`config.mk`:
```
export PLATFORM = sky130hd
export DESIGN_NAME = sorted_table_insert_find_delete_core
export DESIGN_NICKNAME = d
export VERILOG_FILES = /design/src/stfd_pkg.sv /design/src/stfd_table.sv /design/src/stfd_ctrl.sv /design/src/sorted_table_insert_find_delete_core.sv
export SDC_FILE = /design/constraint.sdc
export NUM_CORES = 1
export LEC_CHECK = 0
export ABC_AREA = 1
export BUFFER_PORTS_ARGS = -buffer_cell sky130_fd_sc_hd__buf_2
export CORE_ASPECT_RATIO = 0.7
export CORE_MARGIN = 2
export CORE_UTILIZATION = 50
export CTS_CLUSTER_SIZE = 28
export DETAILED_ROUTE_END_ITERATION = 8
export PLACE_DENSITY = 0.66
export SLEW_MARGIN = 0
export SYNTH_ARGS = -nofsm -noshare
export SYNTH_HDL_FRONTEND = slang
export SYNTH_SLANG_ARGS = --single-unit
export TNS_END_PERCENT = 50
```
`constraint.sdc`:
```
create_clock -name clock -period 4.45 [get_ports clock]
set_input_delay 0.89 -clock clock [delete_from_list [all_inputs] [get_ports clock]]
set_output_delay 0.89 -clock clock [all_outputs]
set_load 0.1 [all_outputs]
```
`src/stfd_pkg.sv`:
```
package stfd_pkg;

   localparam int VAL_W  = 32;
   localparam int POS_W  = 5;
   localparam int STAT_W = 2;
   localparam int REQ_W  = 2;

   localparam logic [REQ_W-1:0] REQ_INSERT = 2'd0;
   localparam logic [REQ_W-1:0] REQ_FIND   = 2'd1;
   localparam logic [REQ_W-1:0] REQ_DELETE = 2'd2;

   localparam logic [STAT_W-1:0] STAT_OK   = 2'd0;
   localparam logic [STAT_W-1:0] STAT_MISS = 2'd1;
   localparam logic [STAT_W-1:0] STAT_FULL = 2'd2;

   typedef struct packed {
      logic [REQ_W-1:0]        req_type;
      logic signed [VAL_W-1:0] value;
   } req_word_type;

   typedef struct packed {
      logic [POS_W-1:0]  position;
      logic [STAT_W-1:0] status;
   } rsp_word_type;

   typedef enum logic [2:0] {
      S_IDLE,
      S_SCAN_RD,
      S_SCAN_CMP,
      S_SHIFT_RD,
      S_SHIFT_WR,
      S_PLACE,
      S_DONE
   } stfd_state_type;

endpackage

```
`src/stfd_table.sv`:
```
module stfd_table import stfd_pkg::*; #(
   parameter int DEPTH = 16,
   parameter int IDX_W = 4
) (
   input  logic                    clock,
   input  logic                    wr_en,
   input  logic [IDX_W-1:0]        wr_addr,
   input  logic signed [VAL_W-1:0] wr_data,
   input  logic [IDX_W-1:0]        rd_addr,
   output logic signed [VAL_W-1:0] rd_data
);

   logic signed [VAL_W-1:0] mem [DEPTH];
   logic signed [VAL_W-1:0] rd_data_ff;

   always_ff @(posedge clock) begin
      if (wr_en) begin
         mem[wr_addr] <= wr_data;
      end
   end

   always_ff @(posedge clock) begin
      rd_data_ff <= mem[rd_addr];
   end

   assign rd_data = rd_data_ff;

endmodule

```
`src/stfd_ctrl.sv`:
```
module stfd_ctrl import stfd_pkg::*; #(
   parameter int CAPACITY = 16,
   parameter int IDX_W    = 4,
   parameter int CNT_W    = 5
) (
   input  logic                    clock,
   input  logic                    reset,
   input  logic                    req_valid,
   output logic                    req_ready,
   input  req_word_type            req_data,
   output logic                    res_valid,
   input  logic                    res_ready,
   output rsp_word_type            res_data,
   output logic                    wr_en,
   output logic [IDX_W-1:0]        wr_addr,
   output logic signed [VAL_W-1:0] wr_data,
   output logic [IDX_W-1:0]        rd_addr,
   input  logic signed [VAL_W-1:0] rd_data
);

   localparam int POS_CW = (CNT_W > POS_W) ? CNT_W : POS_W;

   stfd_state_type          state_ff, state_in;
   logic [REQ_W-1:0]        op_ff, op_in;
   logic signed [VAL_W-1:0] val_ff, val_in;
   logic [CNT_W-1:0]        cnt_ff, cnt_in;
   logic [CNT_W-1:0]        idx_ff, idx_in;
   logic [CNT_W-1:0]        jdx_ff, jdx_in;
   logic [POS_W-1:0]        pos_ff, pos_in;
   logic [STAT_W-1:0]       stat_ff, stat_in;

   logic                    val_gt;
   logic                    val_eq;
   logic [POS_CW-1:0]       pos_calc;
   logic [CNT_W-1:0]        idx_inc;
   logic [CNT_W-1:0]        jdx_dec;
   logic [CNT_W-1:0]        jdx_inc;

   // shared compare unit: request value against the entry just read
   assign val_gt = val_ff > rd_data;
   assign val_eq = val_ff == rd_data;

   assign pos_calc = POS_CW'(idx_ff) + POS_CW'(1);
   assign idx_inc  = idx_ff + CNT_W'(1);
   assign jdx_dec  = jdx_ff - CNT_W'(1);
   assign jdx_inc  = jdx_ff + CNT_W'(1);

   always_ff @(posedge clock) begin
      if (reset) begin
         state_ff <= S_IDLE;
         cnt_ff   <= '0;
      end else begin
         state_ff <= state_in;
         cnt_ff   <= cnt_in;
      end
   end

   always_ff @(posedge clock) begin
      op_ff   <= op_in;
      val_ff  <= val_in;
      idx_ff  <= idx_in;
      jdx_ff  <= jdx_in;
      pos_ff  <= pos_in;
      stat_ff <= stat_in;
   end

   always_comb begin
      state_in  = state_ff;
      op_in     = op_ff;
      val_in    = val_ff;
      cnt_in    = cnt_ff;
      idx_in    = idx_ff;
      jdx_in    = jdx_ff;
      pos_in    = pos_ff;
      stat_in   = stat_ff;
      req_ready = 1'b0;
      res_valid = 1'b0;
      wr_en     = 1'b0;
      wr_addr   = idx_ff[IDX_W-1:0];
      wr_data   = val_ff;
      rd_addr   = idx_ff[IDX_W-1:0];

      unique case (state_ff)
         S_IDLE: begin
            req_ready = 1'b1;
            if (req_valid) begin
               op_in   = req_data.req_type;
               val_in  = req_data.value;
               idx_in  = '0;
               pos_in  = '0;
               stat_in = STAT_OK;
               if (req_data.req_type == REQ_INSERT && cnt_ff == CNT_W'(CAPACITY)) begin
                  stat_in  = STAT_FULL;
                  state_in = S_DONE;
               end else if (req_data.req_type == REQ_INSERT ||
                            req_data.req_type == REQ_FIND ||
                            req_data.req_type == REQ_DELETE) begin
                  state_in = S_SCAN_RD;
               end else begin
                  state_in = S_DONE;
               end
            end
         end

         S_SCAN_RD: begin
            if (idx_ff == cnt_ff) begin
               // ran off the end: insert appends, find and delete miss
               if (op_ff == REQ_INSERT) begin
                  state_in = S_PLACE;
               end else begin
                  stat_in  = STAT_MISS;
                  state_in = S_DONE;
               end
            end else begin
               state_in = S_SCAN_CMP;
            end
         end

         S_SCAN_CMP: begin
            if (op_ff == REQ_INSERT) begin
               if (val_gt) begin
                  idx_in   = idx_inc;
                  state_in = S_SCAN_RD;
               end else begin
                  jdx_in   = cnt_ff;
                  state_in = S_SHIFT_RD;
               end
            end else if (val_eq) begin
               if (op_ff == REQ_FIND) begin
                  pos_in   = pos_calc[POS_W-1:0];
                  state_in = S_DONE;
               end else if (idx_inc < cnt_ff) begin
                  jdx_in   = idx_ff;
                  state_in = S_SHIFT_RD;
               end else begin
                  cnt_in   = cnt_ff - CNT_W'(1);
                  pos_in   = pos_calc[POS_W-1:0];
                  state_in = S_DONE;
               end
            end else begin
               idx_in   = idx_inc;
               state_in = S_SCAN_RD;
            end
         end

         S_SHIFT_RD: begin
            // insert moves entries up from the tail, delete pulls them down
            if (op_ff == REQ_INSERT) begin
               rd_addr = jdx_dec[IDX_W-1:0];
            end else begin
               rd_addr = jdx_inc[IDX_W-1:0];
            end
            state_in = S_SHIFT_WR;
         end

         S_SHIFT_WR: begin
            wr_en   = 1'b1;
            wr_addr = jdx_ff[IDX_W-1:0];
            wr_data = rd_data;
            if (op_ff == REQ_INSERT) begin
               jdx_in = jdx_dec;
               if (jdx_dec > idx_ff) begin
                  state_in = S_SHIFT_RD;
               end else begin
                  state_in = S_PLACE;
               end
            end else begin
               jdx_in = jdx_inc;
               if (jdx_inc + CNT_W'(1) < cnt_ff) begin
                  state_in = S_SHIFT_RD;
               end else begin
                  cnt_in   = cnt_ff - CNT_W'(1);
                  pos_in   = pos_calc[POS_W-1:0];
                  state_in = S_DONE;
               end
            end
         end

         S_PLACE: begin
            wr_en    = 1'b1;
            wr_addr  = idx_ff[IDX_W-1:0];
            wr_data  = val_ff;
            cnt_in   = cnt_ff + CNT_W'(1);
            pos_in   = pos_calc[POS_W-1:0];
            state_in = S_DONE;
         end

         S_DONE: begin
            res_valid = 1'b1;
            if (res_ready) begin
               state_in = S_IDLE;
            end
         end

         default: begin
            state_in = S_IDLE;
         end
      endcase
   end

   assign res_data.position = pos_ff;
   assign res_data.status   = stat_ff;

endmodule

```
`src/sorted_table_insert_find_delete_core.sv`:
```
// Sorted table of signed 32-bit values with insert, find and delete.
// Request channel (req_valid/req_ready/req_data) carries one word: an
// operation code and a value. Response channel (rsp_valid/rsp_ready/
// rsp_data) returns exactly one word per request: 1-based position and
// a status (ok, not found, table full). Unused operation codes return
// position 0 with status ok and leave the table alone.
// One request is in flight at a time. A single compare unit walks the
// table one entry at a time (read, then compare), and entries are
// moved one at a time, read and then written, through the table's
// read and write ports.
// Reset empties the table; stored values are not cleared and are never
// read before they are written.
// The response sits in an output register; the next request is taken
// while it waits. A stalled receiver holds the following response in
// the sequencer, which then accepts nothing until the output drains.
module sorted_table_insert_find_delete_core import stfd_pkg::*; #(
   parameter int CAPACITY = 16
) (
   input  logic         clock,
   input  logic         reset,
   input  logic         req_valid,
   output logic         req_ready,
   input  req_word_type req_data,
   output logic         rsp_valid,
   input  logic         rsp_ready,
   output rsp_word_type rsp_data
);

   localparam int IDX_W = (CAPACITY > 1) ? $clog2(CAPACITY) : 1;
   localparam int CNT_W = $clog2(CAPACITY + 1);

   logic                    wr_en;
   logic [IDX_W-1:0]        wr_addr;
   logic signed [VAL_W-1:0] wr_data;
   logic [IDX_W-1:0]        rd_addr;
   logic signed [VAL_W-1:0] rd_data;

   logic                    res_valid;
   logic                    res_ready;
   rsp_word_type            res_data;

   logic                    rsp_valid_ff, rsp_valid_in;
   rsp_word_type            rsp_data_ff, rsp_data_in;

   stfd_table #(
      .DEPTH (CAPACITY),
      .IDX_W (IDX_W)
   ) u_table (
      .clock   (clock),
      .wr_en   (wr_en),
      .wr_addr (wr_addr),
      .wr_data (wr_data),
      .rd_addr (rd_addr),
      .rd_data (rd_data)
   );

   stfd_ctrl #(
      .CAPACITY (CAPACITY),
      .IDX_W    (IDX_W),
      .CNT_W    (CNT_W)
   ) u_ctrl (
      .clock     (clock),
      .reset     (reset),
      .req_valid (req_valid),
      .req_ready (req_ready),
      .req_data  (req_data),
      .res_valid (res_valid),
      .res_ready (res_ready),
      .res_data  (res_data),
      .wr_en     (wr_en),
      .wr_addr   (wr_addr),
      .wr_data   (wr_data),
      .rd_addr   (rd_addr),
      .rd_data   (rd_data)
   );

   // output register: load when empty or draining this cycle
   assign res_ready = !rsp_valid_ff || rsp_ready;

   always_comb begin
      rsp_valid_in = rsp_valid_ff;
      rsp_data_in  = rsp_data_ff;
      if (res_ready) begin
         rsp_valid_in = res_valid;
         rsp_data_in  = res_data;
      end
   end

   always_ff @(posedge clock) begin
      if (reset) begin
         rsp_valid_ff <= 1'b0;
      end else begin
         rsp_valid_ff <= rsp_valid_in;
      end
   end

   always_ff @(posedge clock) begin
      rsp_data_ff <= rsp_data_in;
   end

   assign rsp_valid = rsp_valid_ff;
   assign rsp_data  = rsp_data_ff;

endmodule

```
* Yosys cells after proc, flatten, opt, wreduce, memory -nomap -nowiden *
Memory sizes are Yosys's and may differ from the RTL's. A register that Yosys moved wholly into a read port is not among the register bits.
Index checks and enable logic that the tools add are counted.

cells by class
  $add $sub $neg = 6
  multiply operators = 0
  divide/modulo/power cells = 0
  $lt $le $gt $ge = 4
  equal/unequal tests = 29
  shift operators = 0
  multiplexer cells = 55
  bitwise operators = 0
  reduce and logical (&&, ||, !) cells = 21

operator list
  cell                                               count
  two-way mux 5 bit                                  22
  two-way mux 3 bit                                  12
  == test 32 bit                                     1
  > comparator 32 bit                                1
  two-way mux 32 bit                                 1
  one-hot mux 3 bit (7 select lines)                 1
  adder 5 x 1 -> 5 bit (second input constant)       4
  one-hot mux 5 bit (2 select lines)                 2
  one-hot mux 5 bit (4 select lines)                 1
  != test 2 bit (second input constant)              8
  one-hot mux 5 bit (3 select lines)                 1
  AND reduction 7 bit                                2
  two-way mux 2 bit                                  6
  two-way mux 4 bit                                  3
  < comparator 5 bit                                 2
  subtractor 5 x 1 -> 5 bit (second input constant)  2
  == test 3 bit (second input constant)              3
  != test 3 x 2 -> 1 bit (second input constant)     3
  AND reduction 4 bit                                2
  == test 3 x 2 -> 1 bit (second input constant)     2
  != test 3 x 1 -> 1 bit (second input constant)     2
  != test 3 bit (second input constant)              2
  nonzero test 2 bit                                 3
  == test 5 bit                                      1
  other kinds (18)                                   28

word-level totals
  flip-flop bits (word level) = 67
  latch bits = 0
  bits in writable memories = 512
  memory bits (read-only) = 0
  input port bits = 38
  output and inout port bits = 9
  memories kept = 1

memories
  memory       words  width  read ports  clocked after memory_dff  wr ports  line              source
  u_table.mem  16     32     1           1                         1         stfd_table.sv:13  logic signed [VAL_W-1:0] mem [DEPTH];

* Logic depth before layout (Yosys ltp) *
Gate-level depths: netlist (run 1).

  depth in word-level cells = 7
  depth in mapped cells = 17
  mapped depth without buffers = 17

* By module *
A second synthesis (run 1) with hierarchy kept.

second synthesis, totals
  cell total of the unflattened synthesis = 2,684
  area total of the unflattened synthesis = 27,497.6 µm²

by module, submodules not included
  module                                times used  cells each  area an instance (µm²)
  stfd_table                            1           2,120       22,730.6
  stfd_ctrl                             1           552         4,514.3
  sorted_table_insert_find_delete_core  1           12          252.7

* Worst setup path after synthesis (run 1) *
No wires, ideal clock.

  kind = register to register
  start = reg u_ctrl.state_ff[2]
  end = mem u_table.mem[13][0], enable pin
  library setup time = 421 ps
  arrival = 2,729 ps
  required time = 4,029 ps
  path slack = 1,300 ps
  cell stages (with the launch flop) = 8
  path buffers = 1
  clock period less this slack = 3,150 ps
  cell sequence = dfxtp_1 inv_1 nor2_1 nand2_1 buf_2 o21ai_0 nand3_1 nor2_1

on the way
  longest elaborated chain between the ends = 5

RTL lines
  what                                     line              source
  start: declaration                       stfd_ctrl.sv:23   stfd_state_type state_ff, state_in;
  start signal: assignment                 stfd_ctrl.sv:53   state_ff <= state_in;
  == test 3 bit                            stfd_ctrl.sv:83   unique case (state_ff)
  OR reduction 2 bit (no line)             -
  two-way mux 1 bit                        stfd_ctrl.sv:83
  two-way mux 1 bit                        stfd_table.sv:17  if (wr_en) begin
  two-way mux 1 bit (not written as such)  stfd_table.sv:18  mem[wr_addr] <= wr_data;
  end: declaration                         stfd_table.sv:13

Parallel ways exist; a longest one is shown, timed or not.

* Worst setup path after layout (run 1) *
  start = reg u_ctrl.jdx_ff[0]
  end = reg u_ctrl.pos_ff[0], enable pin

on the way
  longest elaborated chain between the ends = 5

RTL lines
  what                           line              source
  start: declaration             stfd_ctrl.sv:28   logic [CNT_W-1:0] jdx_ff, jdx_in;
  start signal: assignment       stfd_ctrl.sv:62   jdx_ff <= jdx_in;
  adder 5 x 1 -> 5 bit           stfd_ctrl.sv:46   assign jdx_inc = jdx_ff + CNT_W'(1);
  adder 5 x 1 -> 5 bit           stfd_ctrl.sv:169  if (jdx_inc + CNT_W'(1) < cnt_ff) begin
  < comparator 5 bit             stfd_ctrl.sv:169
  != test 2 bit (no line)        -
  AND reduction 7 bit (no line)  -
  end signal: assignment         stfd_ctrl.sv:63   pos_ff <= pos_in;
  end: declaration               stfd_ctrl.sv:29   logic [POS_W-1:0] pos_ff, pos_in;

Every way passes these cells.
A chain may end at the register's enable or synchronous reset.

==> flow_summary.yaml, run 1 <==
run_status:
  status: "finished clean"
min_path:
  hp-class: "flop to flop"
clock_network:
  postCtsSetupBuffers: 0
  clkLatencyLatePin_ns: 0.60
  cts.sinks: 611
  clk_pin_slew_worst_paths_ns: 0.07
  hold_buffers: 0
  htree_levels: 2
  clockBufferDepth: 3
  cts_tree: "done"
  clockRootBuffer: "clkbuf_16"
  cts_resized: 0
  cts_buffers: 57
timing:
  slew_violations: 0
  hold_viol_final: 0
  tns_ns: 0
  period_needed_ns: 3.28
  fin_crit_sh_pct: 73.7
  layout_setup_ws_ns: 1.17
  skew_ns: 0.0170
  rsz0062_at_grt: "false"
  worst_pin_slew_ns: 1.26
  setup_viol: 0
  fmax_mhz: 305
  slew_headroom_pct: 15.7
logic_synthesis:
  yosysUniqueCellTypes: 40
  synth.top_cells.by_count: "edfxtp_1 (570), nor2_1 (322), o21ai_0 (259), nand2_1 (174), o221ai_1 (91)"
  synth_compound_area_share_pct: 12.4
  synth_xor_area_share_pct: 0.627
  ys_warn_count: 0
  synth_top_area_share_pct: 68.1
  synth.most_common_cell: "edfxtp_1"
  synth_top_family_by_area: "compound AO/OA/AOI/OAI gates"
  ys.flop_type: "edfxtp_1"
  synth_area_um2: 25100
  synthesis.nets: 2067
  synthArstFlopShare_pct: 0
  synthMuxAreaShare_pct: 0.0398
  synthCells: 1975
  yosys-top-cells-area: "edfxtp_1 (68%), o21ai_0 (5.2%), nor2_1 (4.8%), dfxtp_1 (3.3%), o221ai_1 (3.2%)"
  synth_seq_area_share_pct: 71.3
  synth_edf_count: 570
  synth-adder-area-share_pct: 2.72
  synthSimpleGateAreaFrac_pct: 9.00
  synth_top_area_cell: "edfxtp_1"
  ys_seq_elements: 611
  avgSynthCellArea_um2: 12.7
flow_run:
  max-cap-violations: 0
die:
  coreArea_um2: 49500
  fp.dieW_um: 272
  ios: 47
  rows: 68
  start_util_pct: 50.8
  die_area_um2: 52100
  fp.dieH_um: 192
critical_path:
  required_ns: 4.69
  critPathLaunchType: "flop"
  arrival_ns: 3.52
  end_kind: "flop"
  cp_common_cell: "nand2_1"
  worstPathMaxFanout: 7
  cp_cell_sequence: "ha_1 -> xnor2_1 -> nor2_1 -> nand2_1 -> xor2_1 -> ha_1 -> nand4_1 -> o221ai_1 -> nand2_1 -> nand2_1 -> nand2_1 -> nor2_1"
  max_stage_delay_ns: 0.51
  critPathKind: "flop to flop"
  cpMaxStageDelayCell: "edfxtp_1"
finish:
  nets: 2116
  seq_area_um2: 17900
  nFillCells: 3972
  multi_input_area_um2: 6370
  layout-drive-gt1-share_pct: 10.8
  area_growth_pct: 12.2
  diodes: 0
global_route:
  grt_pass1_wl_mm: 92.4
  grt-ovfl-total: 0
  antenna_found_initial: 0
  grt_usage_pct: 23.4
  grt_pass1_vias: 15300
  grt_max_degree: 193
detailed_routing:
  wl_mm: 60.9
  wl_per_cell_um: 22.3
  vias_per_cell: 5.84
  ant_nets: 0
  vias: 16000
  drt_pass1_iterations: 6
  drt-initial-drc-count: 2067
  route.detailed.drc: 0
power_and_ir_drop:
  power_density_nw_per_um2: 703
  leakage_nw: 9.73
  ir_worst_vdd_mv: 1.23
placement:
  gp_congestion: 0.904
  dp_worst_setup_slack_ns: 1.33
  portBuffers: 46
  hpwl_mm: 36.6
final timing paths:
check              startpoint          endpoint  slack (ns)  cells after the start
max          u_ctrl.jdx_ff[0]  u_ctrl.pos_ff[0]        1.17                     12
min          u_ctrl.pos_ff[4]       rsp_data[6]        0.44                      0
max reg2reg  u_ctrl.jdx_ff[0]  u_ctrl.pos_ff[0]        1.17                     12
min reg2reg  u_ctrl.pos_ff[4]       rsp_data[6]        0.44                      0
area by class of cell:
class	instances	share of cell area, %
well taps	665	2.95
multi-input cells	1156	22.6
inverters	93	1.27
clock inverters	36	0.985
clock buffers	71	5.31
flip-flops and latches	611	63.6
repair buffers	105	3.32
flip-flops by register name, indices dropped and copies added (netlist names), 2 cells and up:
register         count
u_table.mem        512
u_ctrl.val_ff       32
u_table.rd_data     32
rsp_data             7
u_ctrl.cnt_ff        5
u_ctrl.idx_ff        5
u_ctrl.jdx_ff        5
u_ctrl.pos_ff        5
u_ctrl.state_ff      3
u_ctrl.op_ff         2
u_ctrl.stat_ff       2
where the power goes:
| part | internal, W | leakage, nW | switching (W) |
|---|---|---|---|
| sequential | 0.00753 | 5.52 | 0.000308 |
| combinational | 0.00201 | 3.34 | 0.00531 |
| clock | 0.00257 | 0.861 | 0.00210 |
| total | 0.0121 | 9.73 | 0.00772 |
worst max-delay path, delay by kind of cell (launching register included):
family / cells / cell delay [ns]
fa+ha+maj: 2 / 0.61
flops: 1 / 0.51
simple gates: 7 / 1.04
compound gates: 1 / 0.26
xor+xnor: 2 / 0.48
routing by layer:
layer | vias to the layer above | share of wire (%) | GRT usage [%]
li1 | 7397 | - | -
met1 | 7814 | 43 | 33.4
met2 | 666 | 47 | 37.6
met3 | 111 | 7.2 | 3.50
met4 | 0 | 2.6 | 6.68
met5 | - | 0 | 0
metrics by stage:
stage / power (W) / hold slack [ns] / utilization, % / cell area [µm²] / std cells
after global routing: 0.0209 / 0.444 / 57.0 / 28200 / 2737
after detailed placement: 0.0153 / 0.420 / 53.4 / 26400 / 2630
after CTS: 0.0199 / 0.429 / 57.0 / 28200 / 2737
final: 0.0198 / 0.438 / 57.0 / 28200 / 2737
after floorplan: 0.0128 / 0.400 / - / 25100 / 1975
after global placement: 0.0151 / 0.417 / 53.4 / 26400 / 2630
logic make-up after synthesis:
kind of cell / after synthesis
AO/OA/AOI/OAI: 517
XOR/XNOR: 18
adder cells (fa/ha/maj): 54
buffers and inverters: 208
flip-flops: 611
multiplexers: 1
AND/OR/NAND/NOR: 566
cells in the final DEF (no fill, tap or decap), drive strengths merged, types with 27 or more instances in the layout:
master	n
edfxtp	570
inv	95
ha	53
nor2	323
o21ai	311
clkbuf	71
buf	105
o22ai	41
o211ai	38
dfxtp	41
a21oi	27
nand3	45
o221ai	91
nand2	180
Note: power is estimated with default switching activity, not from simulation.
==> inputs of run 2 (changes only) <==
- ABC_AREA: 1 -> 0
- PLACE_DENSITY: 0.66 -> 0.68
- clock period: 4.45 -> 2.95 ns (I/O delays scaled with it)
==> run 2 against run 1 <==
  * The flow now finishes with violations (negative setup slack)
  * Routed wire length increased by 3.1%
  * Register-to-register slack lost 1.2 ns
  * Highest routed layer unchanged
  * Largest power group is now combinational cells
  * Synthesized area shrank 0.41%
  * Via count down 7.5%
==> flow_summary.yaml, run 2 <==
global_route:
  grt_pass1_vias: 14300
  grt_pass1_wl_mm: 90.1
  grt_usage_pct: 23.6
  antenna_found_initial: 0
  grt-ovfl-total: 0
  grt_max_degree: 39
die:
  rows: 68
  fp.dieH_um: 191
  coreArea_um2: 49300
  fp.dieW_um: 271
  start_util_pct: 50.7
  ios: 47
  die_area_um2: 51900
logic_synthesis:
  synth_xor_area_share_pct: 0.869
  yosys-top-cells-area: "edfxtp_1 (68%), mux2i_1 (7.8%), dfxtp_1 (3.3%), ha_1 (2.6%), o22ai_1 (2.4%)"
  ys_warn_count: 0
  synthSimpleGateAreaFrac_pct: 4.58
  synth_edf_count: 570
  ys_seq_elements: 611
  synthCells: 1559
  synth_top_area_share_pct: 68.4
  synth_compound_area_share_pct: 6.58
  synth_seq_area_share_pct: 71.6
  synthArstFlopShare_pct: 0
  synth_area_um2: 25000
  synth_top_family_by_area: "multiplexers"
  synth.top_cells.by_count: "edfxtp_1 (570), mux2i_1 (195), o22ai_1 (98), nand2_1 (67), nor2_1 (58)"
  synth-adder-area-share_pct: 2.73
  synth.most_common_cell: "edfxtp_1"
  synthMuxAreaShare_pct: 11.2
  synthesis.nets: 1651
  synth_top_area_cell: "edfxtp_1"
  avgSynthCellArea_um2: 16.1
  yosysUniqueCellTypes: 61
  ys.flop_type: "edfxtp_1"
critical_path:
  r2r_setup_slack_ns: -0.01
  crit_path_end: "u_table.rd_data[20]"
  crit_start: "u_ctrl.jdx_ff[1]"
  critPathLaunchType: "flop"
  required_ns: 3.41
  worstPathMaxFanout: 6
  rr_startpoint: "u_ctrl.jdx_ff[1]"
  end_kind: "flop"
  reg2regPathDepth: 11
  critPathKind: "flop to flop"
  arrival_ns: 3.43
  worst_r2r_endpoint: "u_table.rd_data[20]"
clock_network:
  cts_buffers: 55
  cts_tree: "done"
  cts.sinks: 611
  htree_levels: 2
  clkLatencyLatePin_ns: 0.61
  clockBufferDepth: 3
  clockRootBuffer: "clkbuf_16"
  clk_pin_slew_worst_paths_ns: 0.07
power_and_ir_drop:
  power_density_nw_per_um2: 1040
  ir_worst_vdd_mv: 0.679
  leakage_nw: 11.3
detailed_routing:
  wl_mm: 62.8
  drt_pass1_iterations: 5
  wl_per_cell_um: 25.2
  route.detailed.drc: 0
  drt-initial-drc-count: 1781
  ant_nets: 0
  vias_per_cell: 5.93
  vias: 14800
timing:
  period_needed_ns: 2.96
  fmax_mhz: 337
  layout_setup_ws_ns: -0.0147
  hold_viol_final: 0
  slew_headroom_pct: 19.4
  skew_ns: 0.0231
  setup_viol: 2
  fin_crit_sh_pct: 100
  slew_violations: 0
  worst_pin_slew_ns: 1.20
  whs_ns: 0.158
  rsz0062_at_grt: "true"
placement:
  portBuffers: 46
  dp_worst_setup_slack_ns: -0.109
  gp_congestion: 0.871
  hpwl_mm: 37.3
min_path:
  hp-class: "input port to flop"
run_status:
  violations: "negative setup slack"
  status: "finished, violations left"
finish:
  area_growth_pct: 19.5
  mostFrequentLayoutCell: "edfxtp_1"
  largest_reg_flops: 512
  layout_common_cells: "edfxtp_1 (570), mux2i_1 (191), buf_4 (142), o22ai_1 (98)"
  layout-drive-gt1-share_pct: 24.5
  nFillCells: 3646
  diodes: 0
  largest-register: "u_table.mem"
  nets: 1875
flow_run:
  max-cap-violations: 0
[run 2: changes by cell type after synthesis, moves of 36 or more]
| cell | change |
|---|---|
| nor2_1 | -264 |
| o21ai_0 | -206 |
| mux2i_1 | +194 |
| nand2_1 | -107 |
| o221ai_1 | -91 |
| buf_2 | -68 |
| o22ai_1 | +57 |
| o21ai_1 | -50 |
| inv_1 | -36 |
[run 2: kinds of logic after synthesis]
logic type	after synthesis
and+or+nand+nor	229
buffers and inverters	128
adders and majority gates	54
DFF	611
AOI/OAI and AO/OA	254
xor gates and xnor gates	24
muxes	259
[run 2: area by class of cell]
| class | count | area (µm²) | share of cell area, % |
|---|---|---|---|
| clock inverter | 26 | 225 | 0.753 |
| multi-input combinational | 821 | 6860 | 22.9 |
| sequential | 611 | 17900 | 60.0 |
| timing repair buffer | 242 | 2300 | 7.70 |
| inverter | 52 | 195 | 0.652 |
| clock buffer | 77 | 1570 | 5.25 |
| tap | 665 | 832 | 2.78 |
[run 2: worst min-delay path by stage]
| stage | from | end | slack [ns] | cells past startpoint |
|---|---|---|---|---|
| floorplan | u_ctrl.stat_ff[0] | rsp_data[0] | 0.40 | 0 |
| finish | req_data[19] | u_ctrl.val_ff[19] | 0.16 | 1 |
| CTS | req_data[14] | u_ctrl.val_ff[14] | 0.13 | 1 |
| global placement | u_ctrl.pos_ff[2] | rsp_data[4] | 0.40 | 0 |
| global route | req_data[14] | u_ctrl.val_ff[14] | 0.13 | 1 |
| detailed placement | u_ctrl.pos_ff[0] | rsp_data[2] | 0.40 | 0 |
[run 2: where the power goes]
group	internal, W	switching, W
Sequential	0.0114	0.000409
Combinational	0.00528	0.00697
Clock	0.00398	0.00312
Total	0.0206	0.0105
[run 2: worst max-delay path, stage by stage (launching register included)]
cell and delay, ns:
edfxtp_1 0.47, buf_6 0.17, nor3_4 0.25, mux2i_4 0.12
xnor2_2 0.17, a21oi_4 0.15, buf_6 0.16, buf_12 0.15
buf_4 0.15, mux2_4 0.30, a22o_1 0.23, or4_1 0.51
[run 2: repair_timing]
| action | in CTS | in global routing |
|---|---|---|
| gates cloned | 0 | 8 |
| hold buffers | 0 | 0 |
| setup buffers | 0 | 25 |
| pin swaps | 0 | 24 |
| setup endpoints to repair | 52 | 52 |
| gates resized for setup | 7 | 57 |
[run 2: per-layer routing]
layer / vias up / track usage [%] / wire (µm) / part of all wire [%]
met1: 7486 / 35.7 / 28100 / 45
met2: 640 / 35.6 / 27600 / 44
met3: 116 / 4.04 / 5490 / 8.7
li1: 6543 / - / - / -
met4: 0 / 6.15 / 1540 / 2.4
met5: - / 0 / 0 / 0
[run 2: per-stage QoR]
step / setup TNS [ns] / instance area (µm²) / instances / util (%) / power [W]
final: -0.0274 / 29900 / 2494 / 60.6 / 0.0311
after global routing: -2.37 / 29900 / 2494 / 60.6 / 0.0325
after CTS: 0 / 29300 / 2461 / 59.4 / 0.0301
after detailed placement: -2.36 / 27500 / 2358 / 55.7 / 0.0230
after global placement: -0.239 / 27500 / 2358 / 55.7 / 0.0227
after floorplan: -82.68 / 25100 / 1559 / - / 0.0188
